## config.mk

```make
export PLATFORM = sky130hd
export DESIGN_NAME = gha_ram
export DESIGN_NICKNAME = d
export VERILOG_FILES = /design/src/rtl/gha_ram.sv
export SDC_FILE = /design/constraint.sdc
export NUM_CORES = 2
export LEC_CHECK = 0
export ABC_AREA = 1
export BUFFER_PORTS_ARGS = -buffer_cell sky130_fd_sc_hd__buf_2
export CAP_MARGIN = 20
export CORE_ASPECT_RATIO = 1.4
export CORE_MARGIN = 2
export CORE_UTILIZATION = 45
export CTS_BUF_LIST = sky130_fd_sc_hd__clkbuf_4
export CTS_CLUSTER_SIZE = 24
export DETAILED_ROUTE_END_ITERATION = 8
export SKIP_LAST_GASP = 1
export SLEW_MARGIN = 10
export SYNTH_ARGS = -nofsm -noshare
export SYNTH_HDL_FRONTEND = slang
export SYNTH_SLANG_ARGS = --single-unit
```

## constraint.sdc

```tcl
create_clock -name clk -period 1.65 [get_ports clk]
set_input_delay 0.0825 -clock clk [delete_from_list [all_inputs] [get_ports clk]]
set_output_delay 0.0825 -clock clk [all_outputs]
set_load 0.01 [all_outputs]
```

## src/rtl/gha_ram.sv

```systemverilog
module gha_ram #(
	parameter int W = 8,
	parameter int D = 256
) (
	input  logic                 clk,
	input  logic                 we,
	input  logic [$clog2(D)-1:0] waddr,
	input  logic [W-1:0]         wdata,
	input  logic [$clog2(D)-1:0] raddr,
	output logic [W-1:0]         rdata
);

	logic [W-1:0] mem [D];

	// write port and registered read port
	always_ff @(posedge clk) begin
		if (we) begin
			mem[waddr] <= wdata;
		end
		rdata <= mem[raddr];
	end

endmodule

```

After elaboration in Yosys (flattened, before gate mapping)
Memory sizes are Yosys's and may differ from the RTL's. A register that Yosys moved wholly into a read port is not among the register bits.
Cells that the tools add are included.
- mux-type cells: 2
- operators by type and width (cell ; count):
    $mux W1 ; 2
- flip-flop bits (word level): 0
- memory bits (writable): 2048
- memories kept: 1
- memories (name ; words ; bits a word ; rd ports ; clocked after memory_dff ; write ports ; line ; RTL):
    mem ; 256 ; 8 ; 1 ; 1 ; 1 ; 13 ; logic [W-1:0] mem [D];

Logic depth before layout (Yosys ltp)
- depth in word-level cells: 2
- mapped depth: 15
- mapped depth without buffers: 11

Worst setup path after synthesis
OpenSTA, ideal clock, no wires.
- path type: input-to-reg
- start: input port we
- end: memory mem[162][0], enable pin
- setup time: 370 ps
- data arrival time: 1204 ps
- setup slack: 76 ps
- stages: 4
- path through: clkbuf_1 nand3_1 clkbuf_1 nor2_1
- longest elaborated chain between the ends: 2
- RTL lines (item ; line ; RTL):
    start: declaration ; 6 ; input logic we,
    $mux W1 ; 17 ; if (we) begin
    $mux W1 (not written as such) ; 18 ; mem[waddr] <= wdata;
    end: declaration ; 13 ;
No other way between the ends.

Worst setup path in the final report
- start: register rdata[1] (read register of mem)
- end: output port rdata[1]
- RTL lines (item ; line ; RTL):
    start: declaration ; 10 ; output logic [W-1:0] rdata
No word-level cell between the ends.

==> impl_results.md <==
* Share of cells above drive strength 1 at 0.209
* CORE AREA at approximately 0.18 mm²
* Sw frac at 0.239
* Endpoints failing setup at 16
* Starting density of the core at 0.451
* Violated checks: negative setup slack
* DRT iter0 DRCs at between 6000 and 7000
* CP endpoint kind: output pin
* Max Fanout on Critical Path at 1
* Comb pwr share at 0.078
* H-tree levels at 5
* Worst vdd ir at roughly 0.00050 V
* Die Y at around 510 µm
* RSZ-0062 raised after global routing: yes
* Pleak at around 37 nW
* Pre-antenna DRT Iters at 6
* Tcrit/Tclk final at 1.11
* Max-Cap Viols at 0
* Sw power at ~0.025 W
* Reg2Reg Setup Slack at 0 ps
* Min-delay worst type: primary input to flip-flop
* Post-Route WL at between 200 and 250 mm
* I/O Buffers at 33
* Syn Nets at ~7000
* Yosys warnings at 0
* Hold Path Depth at 8
* GR Overflow Total at 0
* Seq. cell area at slightly above 0.06 mm²
* Slew Limit Headroom at 0.390
* Crit path DAT at around 1800 ps
* NumNets Final at ~8000
* Die X at ~370 µm
* Latest clock arrival within the worst-skew pair at between 1000 and 1500 ps
* Vias at 58700
* Seq/Total Area, Yosys at 0.739
* Synthesized area at approximately 0.083 mm²
* CP peak stage delay at ~380 ps
* Reg power frac at 0.549
* Least-Margin Pin Slew at between 900 and 1000 ps
* Outcome: finished with violations
* Synth Instances at approximately 7000
* GRT Util Overall at 0.260
* Final instance area at roughly 0.10 mm²
* PwrDens at around 1100 mW/mm²
* Global-route wire length before repair at 366 mm
* CTS sink count at roughly 2100
* Antenna violations before repair at 7
* Cell Area, Placed at about 0.092 mm²
* Max Clk Rate at approximately 0.55 GHz
* Pin count of the biggest net entering global routing at 79
* Final hold violation count at 0
* Worst Path Required at around 1600 ps
* Most frequent cells in the layout: nand2_1, edfxtp_1, nand3_1, buf_4, clkbuf_4
* I/O pin count at 34
* CTS Buf Count at between 400 and 500
* Max Slew Vio Count at 0
* GP Congestion at between 0.9 and 1
* Number of synthesized register bits at 2056
* CP max stage cell: dfxtp_4
* Cell family contributing the most delay on the critical path: flip-flops
* Grt met1 use at 0.321
* Remaining DRCs at 0
* Syn avg cell area at between 10 and 15 µm²
* CTS tree: done
* Drt via density at 5.49
* Reg clk slew, reported paths at 70 ps
* Most used routing layer: met2
* Crit. path cell count at 1
* Worst-path cell chain: buf_6
* Met3 usage at 0.0402
* Routed Antenna Nets at 0
* DP HPWL at about 160 mm
* Non-Filler Instances at between 10000 and 15000
* Pint at approximately 0.080 W
* Dpl cells at ~10000
* Worst reg2reg path depth at 10
* PnR worst setup slack at -180 ps
* Number of fill cells in the layout at between 15000 and 20000
* WL per Instance at 23.2 µm
* Met2 GRT Util at 0.441
* Multi-input logic area at approximately 0.020 mm²
* Clk buf depth at 4
* Fin Clk Skew at roughly 110 ps
* Startpoint type of the worst setup path: flip-flop
* Min cycle time layout at between 1500 and 2000 ps
* Post-synth cell types at 14
* Clock power frac at 0.373
* Commonest non-fill, non-tap cell in the layout: nand2_1
* Vias in the first global route at 58200
* Crit path buf inv count at 1
* Row cnt at between 150 and 200
* Hold slack final at 83.7 ps
* Crit Path Category: flip-flop to output pin
* Area Growth Syn to Fin at 19.4%
* Die area at between 0.15 and 0.2 mm²
* Setup WS pre-CTS at -895 ps
* Clock root cell: clkbuf_4
kinds of logic after synthesis:
| family | share of synthesized area |
|---|---|
| and+or+nand+nor | 0.229 |
| DFF | 0.739 |
| buffers and inverters | 0.0312 |
per-stage QoR:
step	power [W]	setup TNS, ps	util
after global placement	0.0664	-9340	0.499
after global routing	0.109	-1900	0.539
final	0.105	-1350	0.539
after CTS	0.105	-7340	0.535
after detailed placement	0.0664	-8310	0.499
after floorplan	0.0623	0	-
layout make-up:
| cell class | count | share of cell area |
|---|---|---|
| Timing Repair Buffer | 893 | 0.0880 |
| Clock inverter | 163 | 0.00878 |
| Antenna cell | 6 | 0.000151 |
| Tap cell | 2457 | 0.0309 |
| Sequential cell | 2056 | 0.619 |
| Clock buffer | 660 | 0.0498 |
| Multi-Input combinational cell | 4425 | 0.201 |
| Inverter | 39 | 0.00181 |
metal layers:
metal | routed length (µm) | up-vias
met5 | 20 | -
met4 | 13400 | 4
met3 | 17500 | 553
met2 | 123000 | 2524
met1 | 94300 | 28700
li1 | - | 27000
power groups by stage:
stage                     sequential [W]  clock, W  combinational (W)
after detailed placement          0.0587         0            0.00771
after CTS                         0.0576    0.0399            0.00800
final                             0.0576    0.0391            0.00818
after floorplan                   0.0587         0            0.00355
after global routing              0.0576    0.0423            0.00876
after global placement            0.0587         0            0.00763
synth_stat cells (all sizes together):
cell type | count | area share
clkbuf | 112 | 0.0050
dfxtp | 8 | 0.0019
nor2 | 283 | 0.013
edfxtp | 2048 | 0.74
inv | 39 | 0.0018
buf | 371 | 0.024
nand2 | 2123 | 0.096
nand3 | 2019 | 0.12
flip-flops by register name, summed over array words and instances (netlist names):
name and flops:
rdata 8, mem 2048
what timing repair did:
item | in CTS | in global routing
setup buffers | 0 | 0
hold buffers | 48 | 3
gates resized for setup | 80 | 127
pin swaps | 2 | 24
cloned | 0 | 0
endpoints found under the setup margin | 16 | 53
endpoints found under the hold margin | 4104 | 463
worst paths after layout:
path | startpoint | end
worst max-delay path | rdata[1] | rdata[1]
worst min-delay path | waddr[1] | mem[144][6]
worst max register to register | mem[155][0] | rdata[0]
worst min register to register | mem[7][4] | rdata[4]
Note: power is estimated with default switching activity, not from simulation.
